<file path="src/rtl/sfd_pkg.sv">
// shared types, constants and the crc byte update for the sync frame decoder
// no dependencies
package sfd_pkg;

  localparam int SFD_QUEUE_DEPTH = 2;
  localparam int CFG_IDX_W       = 2;
  localparam int CFG_DATA_W      = 16;

  localparam logic [CFG_IDX_W-1:0] REG_SYNC_FIRST  = 2'd0;
  localparam logic [CFG_IDX_W-1:0] REG_SYNC_SECOND = 2'd1;
  localparam logic [CFG_IDX_W-1:0] REG_MAX_PAYLOAD = 2'd2;

  localparam logic [7:0]  SYNC_FIRST_RST  = 8'hAA;
  localparam logic [7:0]  SYNC_SECOND_RST = 8'h55;
  localparam logic [15:0] MAX_PAYLOAD_RST = 16'd256;

  localparam logic [15:0] CRC_INIT = 16'hFFFF;
  localparam logic [15:0] CRC_POLY = 16'h1021;
  localparam logic [15:0] CRC_TOP  = 16'h8000;

  typedef enum logic [2:0] {
    PH_SYNC1,
    PH_SYNC2,
    PH_LEN_HI,
    PH_LEN_LO,
    PH_PAYLOAD,
    PH_CRC_HI,
    PH_CRC_LO
  } phase_t;

  // what the back end has to do with a byte
  typedef enum logic [2:0] {
    K_NONE,
    K_START,
    K_PAYLOAD,
    K_CRC_HI,
    K_CRC_LO
  } kind_t;

  typedef struct packed {
    logic [7:0]  sync_first;
    logic [7:0]  sync_second;
    logic [15:0] max_payload;
  } cfg_t;

  typedef struct packed {
    kind_t       kind;
    logic        reject;
    logic [7:0]  data;
    logic [15:0] length;
  } item_t;

  typedef struct packed {
    logic        payload_valid;
    logic [7:0]  payload_data;
    logic        frame_done;
    logic        frame_ok;
    logic        length_reject;
    logic [15:0] frame_length;
  } res_t;

  // crc-16/ccitt-false, one byte msb first
  function automatic logic [15:0] crc16_byte(input logic [15:0] crc, input logic [7:0] b);
    logic [15:0] c;
    c = crc ^ {b, 8'h00};
    for (int k = 0; k < 8; k++) begin
      if ((c & CRC_TOP) != 16'h0000) begin
        c = {c[14:0], 1'b0} ^ CRC_POLY;
      end else begin
        c = {c[14:0], 1'b0};
      end
    end
    return c;
  endfunction

endpackage

</file>
<file path="src/rtl/sfd_fifo.sv">
// small register queue, first in first out, show-ahead read
// depends on nothing but its parameters
module sfd_fifo #(
  parameter int WIDTH = 8,
  parameter int DEPTH = 2
) (
  input  logic             clk,
  input  logic             rst_n,
  input  logic             push,
  input  logic [WIDTH-1:0] wdata,
  output logic             full,
  input  logic             pop,
  output logic [WIDTH-1:0] rdata,
  output logic             empty
);

  localparam int PTR_W = (DEPTH > 1) ? $clog2(DEPTH) : 1;
  localparam int CNT_W = $clog2(DEPTH + 1);
  localparam logic [CNT_W-1:0] CNT_FULL = CNT_W'(DEPTH);
  localparam logic [PTR_W-1:0] PTR_LAST = PTR_W'(DEPTH - 1);

  logic [WIDTH-1:0] mem [DEPTH];
  logic [PTR_W-1:0] wr_ptr_r, wr_ptr_nxt;
  logic [PTR_W-1:0] rd_ptr_r, rd_ptr_nxt;
  logic [CNT_W-1:0] count_r, count_nxt;
  logic             push_ok, pop_ok;

  assign full    = (count_r == CNT_FULL);
  assign empty   = (count_r == '0);
  assign push_ok = push && !full;
  assign pop_ok  = pop && !empty;
  assign rdata   = mem[rd_ptr_r];

  always_comb begin
    wr_ptr_nxt = wr_ptr_r;
    rd_ptr_nxt = rd_ptr_r;
    count_nxt  = count_r;
    if (push_ok) begin
      wr_ptr_nxt = (wr_ptr_r == PTR_LAST) ? '0 : wr_ptr_r + PTR_W'(1);
    end
    if (pop_ok) begin
      rd_ptr_nxt = (rd_ptr_r == PTR_LAST) ? '0 : rd_ptr_r + PTR_W'(1);
    end
    if (push_ok && !pop_ok) begin
      count_nxt = count_r + CNT_W'(1);
    end else if (pop_ok && !push_ok) begin
      count_nxt = count_r - CNT_W'(1);
    end
  end

  always_ff @(posedge clk) begin
    if (!rst_n) begin
      wr_ptr_r <= '0;
      rd_ptr_r <= '0;
      count_r  <= '0;
    end else begin
      wr_ptr_r <= wr_ptr_nxt;
      rd_ptr_r <= rd_ptr_nxt;
      count_r  <= count_nxt;
    end
  end

  always_ff @(posedge clk) begin
    if (push_ok) begin
      mem[wr_ptr_r] <= wdata;
    end
  end

endmodule

</file>
<file path="src/rtl/sfd_front.sv">
// frame parser: tracks sync, length and payload count, tags each byte
// depends on sfd_pkg
module sfd_front import sfd_pkg::*; (
  input  logic       clk,
  input  logic       rst_n,
  input  cfg_t       cfg,
  input  logic       req,
  input  logic       stall,
  input  logic [7:0] rx_byte,
  output logic       item_push,
  output item_t      item
);

  phase_t      phase_r, phase_nxt;
  logic [15:0] length_r, length_nxt;
  logic [15:0] count_r, count_nxt;
  logic [15:0] count_inc;
  logic        take;

  assign take      = req && !stall;
  assign item_push = req;
  assign count_inc = count_r + 16'd1;

  always_ff @(posedge clk) begin
    if (!rst_n) begin
      phase_r  <= PH_SYNC1;
      length_r <= '0;
      count_r  <= '0;
    end else if (take) begin
      phase_r  <= phase_nxt;
      length_r <= length_nxt;
      count_r  <= count_nxt;
    end
  end

  always_comb begin
    phase_nxt   = phase_r;
    length_nxt  = length_r;
    count_nxt   = count_r;
    item.kind   = K_NONE;
    item.reject = 1'b0;
    item.data   = rx_byte;
    case (phase_r)
      PH_SYNC2: begin
        phase_nxt = (rx_byte == cfg.sync_second) ? PH_LEN_HI : PH_SYNC1;
      end
      PH_LEN_HI: begin
        length_nxt = {rx_byte, 8'h00};
        phase_nxt  = PH_LEN_LO;
      end
      PH_LEN_LO: begin
        length_nxt = {length_r[15:8], rx_byte};
        count_nxt  = '0;
        item.kind  = K_START;
        if (length_nxt > cfg.max_payload) begin
          item.reject = 1'b1;
          phase_nxt   = PH_SYNC1;
        end else if (length_nxt == 16'd0) begin
          phase_nxt = PH_CRC_HI;
        end else begin
          phase_nxt = PH_PAYLOAD;
        end
      end
      PH_PAYLOAD: begin
        item.kind = K_PAYLOAD;
        count_nxt = count_inc;
        if (count_inc >= length_r) begin
          phase_nxt = PH_CRC_HI;
        end
      end
      PH_CRC_HI: begin
        item.kind = K_CRC_HI;
        phase_nxt = PH_CRC_LO;
      end
      PH_CRC_LO: begin
        item.kind = K_CRC_LO;
        phase_nxt = PH_SYNC1;
      end
      default: begin
        // hunting, also the unused phase code
        phase_nxt = (rx_byte == cfg.sync_first) ? PH_SYNC2 : PH_SYNC1;
      end
    endcase
    item.length = length_nxt;
  end

endmodule

</file>
<file path="src/rtl/sfd_back.sv">
// crc engine: running crc over payload bytes and the final check
// depends on sfd_pkg
module sfd_back import sfd_pkg::*; (
  input  logic  clk,
  input  logic  rst_n,
  input  logic  item_valid,
  input  item_t item,
  output logic  item_pop,
  input  logic  res_full,
  output logic  res_push,
  output res_t  res
);

  logic [15:0] crc_r, crc_nxt;
  logic [7:0]  crc_hi_r, crc_hi_nxt;
  logic        fire;

  assign fire     = item_valid && !res_full;
  assign item_pop = fire;
  assign res_push = fire;

  always_ff @(posedge clk) begin
    if (!rst_n) begin
      crc_r    <= CRC_INIT;
      crc_hi_r <= '0;
    end else if (fire) begin
      crc_r    <= crc_nxt;
      crc_hi_r <= crc_hi_nxt;
    end
  end

  always_comb begin
    crc_nxt           = crc_r;
    crc_hi_nxt        = crc_hi_r;
    res.payload_valid = 1'b0;
    res.payload_data  = 8'h00;
    res.frame_done    = 1'b0;
    res.frame_ok      = 1'b0;
    res.length_reject = item.reject;
    res.frame_length  = item.length;
    case (item.kind)
      K_START: begin
        crc_nxt = CRC_INIT;
      end
      K_PAYLOAD: begin
        crc_nxt           = crc16_byte(crc_r, item.data);
        res.payload_valid = 1'b1;
        res.payload_data  = item.data;
      end
      K_CRC_HI: begin
        crc_hi_nxt = item.data;
      end
      K_CRC_LO: begin
        res.frame_done = 1'b1;
        res.frame_ok   = ({crc_hi_r, item.data} == crc_r);
      end
      default: begin
        crc_nxt = crc_r;
      end
    endcase
  end

endmodule

</file>
<file path="src/rtl/sync_frame_decoder_crc16.sv">
// Sync/length/payload/CRC frame decoder. Takes one received byte per cycle
// while in_full is low and gives one result per byte; sustained rate is one
// byte per clock while out_pop drains the result queue, set by the parser
// state machine and the eight-bit unrolled CRC update. An accepted byte is
// classified by the parser into the internal queue, then taken by the CRC
// engine into the result queue, whose head drives the out_ ports. Both
// queues are QUEUE_DEPTH deep, so either side may stall without losing a byte.
// Configuration (sync bytes, max payload length) is written through cfg_.
// depends on sfd_pkg, sfd_fifo, sfd_front, sfd_back
module sync_frame_decoder_crc16 import sfd_pkg::*; #(
  parameter int QUEUE_DEPTH = SFD_QUEUE_DEPTH
) (
  input  logic                  clk,
  input  logic                  rst_n,
  input  logic                  cfg_we,
  input  logic [CFG_IDX_W-1:0]  cfg_index,
  input  logic [CFG_DATA_W-1:0] cfg_wdata,
  input  logic                  in_push,
  output logic                  in_full,
  input  logic [7:0]            in_rx_byte,
  output logic                  out_empty,
  input  logic                  out_pop,
  output logic                  out_payload_valid,
  output logic [7:0]            out_payload_data,
  output logic                  out_frame_done,
  output logic                  out_frame_ok,
  output logic                  out_length_reject,
  output logic [15:0]           out_frame_length
);

  localparam int ITEM_W = $bits(item_t);
  localparam int RES_W  = $bits(res_t);

  cfg_t  cfg_r, cfg_nxt;
  logic  item_push, item_pop, mid_full, mid_empty;
  item_t item_in, item_out;
  logic  res_push, res_full;
  res_t  res_in, res_out;

  always_comb begin
    cfg_nxt = cfg_r;
    if (cfg_we) begin
      case (cfg_index)
        REG_SYNC_FIRST:  cfg_nxt.sync_first  = cfg_wdata[7:0];
        REG_SYNC_SECOND: cfg_nxt.sync_second = cfg_wdata[7:0];
        REG_MAX_PAYLOAD: cfg_nxt.max_payload = cfg_wdata[15:0];
        default:         cfg_nxt = cfg_r;
      endcase
    end
  end

  always_ff @(posedge clk) begin
    if (!rst_n) begin
      cfg_r.sync_first  <= SYNC_FIRST_RST;
      cfg_r.sync_second <= SYNC_SECOND_RST;
      cfg_r.max_payload <= MAX_PAYLOAD_RST;
    end else begin
      cfg_r <= cfg_nxt;
    end
  end

  assign in_full = mid_full;

  sfd_front u_front (
    .clk       (clk),
    .rst_n     (rst_n),
    .cfg       (cfg_r),
    .req       (in_push),
    .stall     (mid_full),
    .rx_byte   (in_rx_byte),
    .item_push (item_push),
    .item      (item_in)
  );

  sfd_fifo #(
    .WIDTH (ITEM_W),
    .DEPTH (QUEUE_DEPTH)
  ) u_mid_q (
    .clk   (clk),
    .rst_n (rst_n),
    .push  (item_push),
    .wdata (item_in),
    .full  (mid_full),
    .pop   (item_pop),
    .rdata (item_out),
    .empty (mid_empty)
  );

  sfd_back u_back (
    .clk        (clk),
    .rst_n      (rst_n),
    .item_valid (!mid_empty),
    .item       (item_out),
    .item_pop   (item_pop),
    .res_full   (res_full),
    .res_push   (res_push),
    .res        (res_in)
  );

  sfd_fifo #(
    .WIDTH (RES_W),
    .DEPTH (QUEUE_DEPTH)
  ) u_out_q (
    .clk   (clk),
    .rst_n (rst_n),
    .push  (res_push),
    .wdata (res_in),
    .full  (res_full),
    .pop   (out_pop),
    .rdata (res_out),
    .empty (out_empty)
  );

  assign out_payload_valid = res_out.payload_valid;
  assign out_payload_data  = res_out.payload_data;
  assign out_frame_done    = res_out.frame_done;
  assign out_frame_ok      = res_out.frame_ok;
  assign out_length_reject = res_out.length_reject;
  assign out_frame_length  = res_out.frame_length;

  // an accepted byte always lands in the internal queue
  a_in_lands: assert property (@(posedge clk) disable iff (!rst_n)
    (in_push && !in_full) |=> !mid_empty)
    else $error("accepted byte missing from internal queue");

  // the crc engine never pushes into a full result queue
  a_no_overrun: assert property (@(posedge clk) disable iff (!rst_n)
    res_push |-> !res_full)
    else $error("result queue overrun");

  // frame ok only comes with frame done
  a_ok_done: assert property (@(posedge clk) disable iff (!rst_n)
    (!out_empty && out_frame_ok) |-> out_frame_done)
    else $error("frame_ok without frame_done");

  // a byte is at most one of payload, crc end, length reject
  a_exclusive: assert property (@(posedge clk) disable iff (!rst_n)
    !out_empty |-> ($countones({out_payload_valid, out_frame_done, out_length_reject}) <= 1))
    else $error("result flags overlap");

endmodule
</file>
<file path="config.mk">
export PLATFORM = sky130hd
export DESIGN_NAME = sync_frame_decoder_crc16
export DESIGN_NICKNAME = d
export VERILOG_FILES = /design/src/rtl/sfd_pkg.sv /design/src/rtl/sfd_fifo.sv /design/src/rtl/sfd_front.sv /design/src/rtl/sfd_back.sv /design/src/rtl/sync_frame_decoder_crc16.sv
export SDC_FILE = /design/constraint.sdc
export NUM_CORES = 1
export LEC_CHECK = 0
export ABC_AREA = 1
export BUFFER_PORTS_ARGS = -buffer_cell sky130_fd_sc_hd__clkbuf_2
export CAP_MARGIN = 25
export CORE_ASPECT_RATIO = 1.75
export CORE_MARGIN = 3
export CORE_UTILIZATION = 35
export DETAILED_ROUTE_END_ITERATION = 7
export HOLD_SLACK_MARGIN = 0.05
export PLACE_DENSITY = 0.48
export SYNTH_ARGS = -nofsm -noshare
export SYNTH_HDL_FRONTEND = slang
export SYNTH_HIERARCHICAL = 1
export SYNTH_SLANG_ARGS = --single-unit
</file>
<file path="constraint.sdc">
create_clock -name clk -period 4.25 [get_ports clk]
set_clock_uncertainty 0.05 [all_clocks]
set_input_delay 0.425 -clock clk [delete_from_list [all_inputs] [get_ports clk]]
set_output_delay 0.425 -clock clk [all_outputs]
set_load 0.03 [all_outputs]
</file>
==> Yosys cells after proc, flatten, opt, wreduce, memory -nomap -nowiden <==
Memory sizes are Yosys's and may differ from the RTL's. A register that Yosys moved wholly into a read port is not among the register bits.
Cells that the tools add are included.
{ "word_totals": {"latchBits": 0, "mem_bits_ro": 0, "ramBits": 112, "regBits": 99, "mem_count": 2} }
{ "mem_list": {"columns": ["name", "words", "width", "rd", "rd_ports_with_merged_regs", "wr", "line_no", "rtl"], "rows": [
  ["u_mid_q.mem", 2, 28, 1, 1, 1, "sfd_fifo.sv:22", "logic [WIDTH-1:0] mem [DEPTH];"],
  ["u_out_q.mem", 2, 28, 1, 1, 1, "sfd_fifo.sv:22", null]
]} }
{ "op_classes": {"div": 0, "addsub": 9, "n_lt_le_gt_ge": 2, "n_mul": 0, "n_mux": 45, "eq_ne": 18, "reduce_logical": 32, "bitwise_logic": 9, "shift": 0} }
{ "ops": {"columns": ["operator", "count"], "rows": [
  ["$mux W16", 7],
  ["$mux W13", 8],
  ["$pmux W16 S2", 3],
  ["$not A3 Y3", 8],
  ["$pmux W3 S6", 1],
  ["$add A16 B1 Y16 const B", 1],
  ["$eq A16 B16 Y1", 1],
  ["$eq A8 B8 Y1", 2],
  ["$ge A16 B16 Y1", 1],
  ["$gt A16 B16 Y1", 1],
  ["$logic_not A16 Y1", 1],
  ["$mux W1", 16],
  ["$xor A16 B16 Y16", 1],
  ["$reduce_and A2 Y1", 7],
  ["$eq A3 B2 Y1 const B", 4],
  ["$eq A3 B3 Y1 const B", 4],
  ["$mux W2", 6],
  ["$pmux W3 S4", 1],
  ["$logic_and A1 B1 Y1", 9],
  ["$mux W9", 1],
  ["$logic_not A1 Y1", 8],
  ["$reduce_bool A2 Y1", 4],
  ["$eq A2 B2 Y1 const B", 3],
  ["$eq A3 B1 Y1 const B", 2],
  ["other kinds (7)", 15]
]} }

==> Depth between registers and ports, before layout <==
{ "depth": {"ltp_word": 25, "ltp_mapped": 18, "mapped_depth_nobuf": 18} }

==> Cells and area by module <==
Netlist, hierarchy kept.
{ "by_module_without_submodules": {"columns": ["module", "cells_per_inst", "instances", "area_per_inst_um2"], "rows": [
  ["sfd_fifo", 125, 2, 2368.5],
  ["sfd_front", 453, 1, 2986.6],
  ["sfd_back", 275, 1, 1726.7],
  ["sync_frame_decoder_crc16", 191, 1, 1312.5]
]} }

==> Worst setup path before layout <==
OpenSTA, ideal clock, no wires.
{ "synth_timing": {"path_kind": "reg2reg", "startpoint": "register u_mid_q.count_r[0]", "endpoint": "memory u_out_q/mem[1][0] in the netlist's numbering (enable)", "n_path_buf": 1, "setup_time_ps": 413, "path_slack_ps": 1769, "path_stages_with_launch": 8, "required_ps": 3787, "arrival_ps": 2018, "path_cell_list": "dfxtp_1 nor2_1 inv_1 inv_1 nor2_2 buf_4 o21ai_2 nor2_1"} }
{ "synth_via": {"elab_chain_len": 6} }
{ "synth_rtl": {"columns": ["element", "line_no", "rtl"], "rows": [
  ["start: declaration", "sfd_fifo.sv:25", "logic [CNT_W-1:0] count_r, count_nxt;"],
  ["start signal: assignment", "sfd_fifo.sv:59", "count_r <= count_nxt;"],
  ["$logic_not A2 Y1", "sfd_fifo.sv:29", "assign empty = (count_r == '0);"],
  ["via mid_empty", "sync_frame_decoder_crc16.sv:35", "logic item_push, item_pop, mid_full, mid_empty;"],
  ["$logic_not A1 Y1", "sync_frame_decoder_crc16.sv:92", ".item_valid (!mid_empty),"],
  ["$logic_and A1 B1 Y1", "sfd_back.sv:18", "assign fire = item_valid && !res_full;"],
  ["via item_pop", "sync_frame_decoder_crc16.sv:35", null],
  ["$logic_and A1 B1 Y1", "sfd_fifo.sv:30", "assign push_ok = push && !full;"],
  ["$mux W1", "sfd_fifo.sv:64", "if (push_ok) begin"],
  ["$mux W1 (not written as such)", "sfd_fifo.sv:65", "mem[wr_ptr_r] <= wdata;"],
  ["end: declaration", "sfd_fifo.sv:22", null]
]} }
The timed path passes the listed nets, and every way through them passes these cells.

==> impl_metrics.csv <==
group,metric,value,unit
run_status,outcome,"finished clean",
synthesis,synth_cell_types,41,
cells_and_area,drive_gt1_share,16.02,%
floorplan,die_w,138.6,um
setup_path,worstPathMaxFanout,15,
job,max_cap_violations,0,
clock_network,cts_resized,0,
setup_path,worstPathRequired,3.77,ns
drt,drc_errors,0,
place,place_area,11150,sq um
floorplan,start_util,35.68,%
grt,first_global_vias,7375,
drt,initialDrtViolationCount,398,
power_and_ir_drop,p_int,4644,uW
clock_network,cts_buffers,21,
setup_path,worstReg2RegStart,"u_front/count_r[0]$_SDFFE_PN0P_",
setup_path,r2r_cells,18,
clock_network,cts_tree,"done",
cells_and_area,finalNonFillerCells,1604,
sta,finalSetupViolCount,0,
cells_and_area,seq_area,5385,sq um
power_and_ir_drop,p_clk_share,25.2,%
floorplan,coreArea,30160,sq um
cells_and_area,syn_to_final_growth,10.10,%
clock_network,ctsHoldBuffers,0,
clock_network,cts.clk_slew.worst_paths,0.07,ns
sta,tightest_slew,0.9728,ns
power_and_ir_drop,power.density,612.7,nW/um^2
power_and_ir_drop,p_comb_share,34.3,%
worst_hold_path,hp-class,"input pin to register",
grt,antenna_found_initial,0,
sta,finalCritPeriodShare,66.79,%
clock_network,clock-sinks,213,
grt,grt_usage,14.61,%
cells_and_area,fillers,3007,
cells_and_area,n_antenna_cell,0,
sta,rsz0062_at_grt,"false",
synthesis,seq_area_frac_synth,50.03,%
synthesis,synth_area_per_cell,9.207,sq um
sta,final.min_clock_period,2.838,ns
cells_and_area,final_area,11850,sq um
place,gp_congestion,0.8309,
setup_path,critPathKind,"register to output pin",
sta,relSlewSlack,35.08,%
place,io_buffers,60,
sta,fmax,352.3,MHz
setup_path,cp-end-kind,"output pin",
sta,slew_violations,0,
drt,via_per_inst,4.712,
clock_network,clk_latency,0.50,ns
power_and_ir_drop,p_leak,0.005126,uW
sta,setup_tns,0,ns
synthesis,synth_warnings,6,
setup_path,endpoint,"out_payload_valid",
power_and_ir_drop,power,7260,uW
power_and_ir_drop,p_switching,2617,uW
sta,hold_violations,0,
floorplan,rows,84,
clock_network,htreeDepth,1,
power_and_ir_drop,switching_share,36.04,%
grt,gr-total-overflow,0,
clock_network,cts_setup_buffers,0,
drt,ant_nets,0,
drt,finalWirelength,24320,um
floorplan,dieArea,32970,sq um
place,hpwl,17870,um
synthesis,synthesis.nets,1235,
clock_network,root_buffer,"clkbuf_16",
drt,dr.pass1.iters,5,
synthesis,synth_seq_cells,213,
setup_path,rrSetupSlack,1.46,ns
cells_and_area,fin_util,39.29,%
floorplan,ioPinCount,61,
cells_and_area,nNetsFinal,1269,
grt,grt_pass1_wl,38930,um
synthesis,synthCells,1169,
setup_path,r2r-end,"u_front/phase_r[1]$_SDFFE_PN0P_",
synthesis,syn_area,10760,sq um
cells_and_area,multi_input_comb_area,4317,sq um
clock_network,cts_max_path_buffers,3,
drt,vias,7558,
floorplan,die_h,238.0,um
drt,wl_per_cell,15.16,um
grt,grt_max_degree,62,
place,dp.cells,1566,
setup_path,cp.arrival,2.36,ns
power_and_ir_drop,p_seq_share,40.4,%
power_and_ir_drop,peakVddDrop,0.0003850,V
setup_path,worst_setup_path_start_kind,"register",
-- power by group through the flow --
stage                     Clock (uW)  Sequential, uW  Combinational [uW]
after floorplan                    0            2890                2120
after global placement             0            2980                2510
after detailed placement           0            2980                2530
after CTS                       1910            2940                2540
after global routing            1980            2980                2780
final                           1830            2940                2490
-- flip-flops by register name (all words and copies together) (netlist names), named ones only --
signal            cells
u_out_q/rd_ptr_r      1
u_out_q/wr_ptr_r      1
u_back/crc_hi_r       8
u_front/count_r      16
u_mid_q/rd_ptr_r      1
u_mid_q/wr_ptr_r      1
u_mid_q/count_r       2
u_front/length_r     16
u_out_q/count_r       2
u_back/crc_r         16
u_mid_q/mem          56
cfg_r                32
u_front/phase_r       3
u_out_q/mem          56
-- cell families after synthesis --
kind of cell	after synthesis	share of synthesized area [%]
AND/OR/NAND/NOR	458	18.27
buffers and inverters	221	9.951
flip-flops	213	50.03
AO/OA/AOI/OAI	149	7.405
multiplexers	56	7.254
XOR/XNOR	37	3.011
adder cells (fa/ha/maj)	35	4.069
-- layout make-up --
type / count / share of cell area, %
multi-input cells: 735 / 36.43
clock inverters: 11 / 0.9608
flip-flops and latches: 213 / 45.44
well taps: 387 / 4.086
repair buffers: 68 / 3.210
clock buffers: 26 / 4.677
inverters: 164 / 5.195
-- worst min-delay path by stage --
stage	from	end	slack, ns	depth (start not counted)
final	cfg_wdata[9]	cfg_r[9]$_SDFFE_PN0P_	0.1	3
after global routing	cfg_wdata[14]	cfg_r[14]$_SDFFE_PN0P_	0.08	3
after CTS	cfg_wdata[9]	cfg_r[9]$_SDFFE_PN0P_	0.07	3
after detailed placement	cfg_r[8]$_SDFFE_PN1P_	cfg_r[8]$_SDFFE_PN1P_	0.41	2
after global placement	cfg_r[8]$_SDFFE_PN1P_	cfg_r[8]$_SDFFE_PN1P_	0.40	2
after floorplan	cfg_r[8]$_SDFFE_PN1P_	cfg_r[8]$_SDFFE_PN1P_	0.38	2
-- cell usage in the layout (no fill, tap or decap), drive strengths merged, types with 5 or more instances in the layout --
cell and count:
xnor2 12, ha 35, a21oi 72, o22ai 8, o21ai 60, nand4 17, xor2 25, nor3 14
buf 8, o211ai 6, nand2 244, nor2 113, nand3 62, mux2 56, inv 165, dfxtp 101
edfxtp 112, clkbuf 86, nor4 5
-- through the flow --
stage	setup slack, ns	hold WS [ns]
CTS	1.321	0.07037
global placement	1.532	0.3955
floorplan	1.769	0.3789
detailed placement	1.484	0.4067
finish	1.412	0.09640
global route	1.107	0.08482
-- synth_stat cells, drive strengths merged --
library cell    n  area, sq um
a21o            1        7.510
a21oi          72        364.1
buf            49        425.4
clkbuf          8        30.03
dfxtp         101         2022
edfxtp        112         3363
ha             35        437.9
inv           164        615.6
mux2           56        780.8
nand2         244        923.4
nand3          62        320.3
nand4          17        106.4
nor2          113        457.9
nor3           14        102.6
nor4            5        37.53
o211ai          6        45.04
o21a            1        7.510
o21ai          60        315.3
o21bai          1        7.510
o22ai           8        50.05
or2             3        18.77
xnor2          12        105.1
xor2           25        219.0
-- critical path, cell delays in order, from the launching register on --
cell      delay (ns)
dfxtp_1         0.86
buf_4           0.41
mux2_2          0.39
clkbuf_2        0.19
-- per-layer routing --
layer	vias to the layer above	part of all wire, %	track usage, %
met5	-	0	0
met1	3487	39	16.15
met2	141	54	28.02
met3	44	3.5	1.745
met4	0	3.4	6.083
li1	3886	-	-
Note: power is estimated with default switching activity, not from simulation.
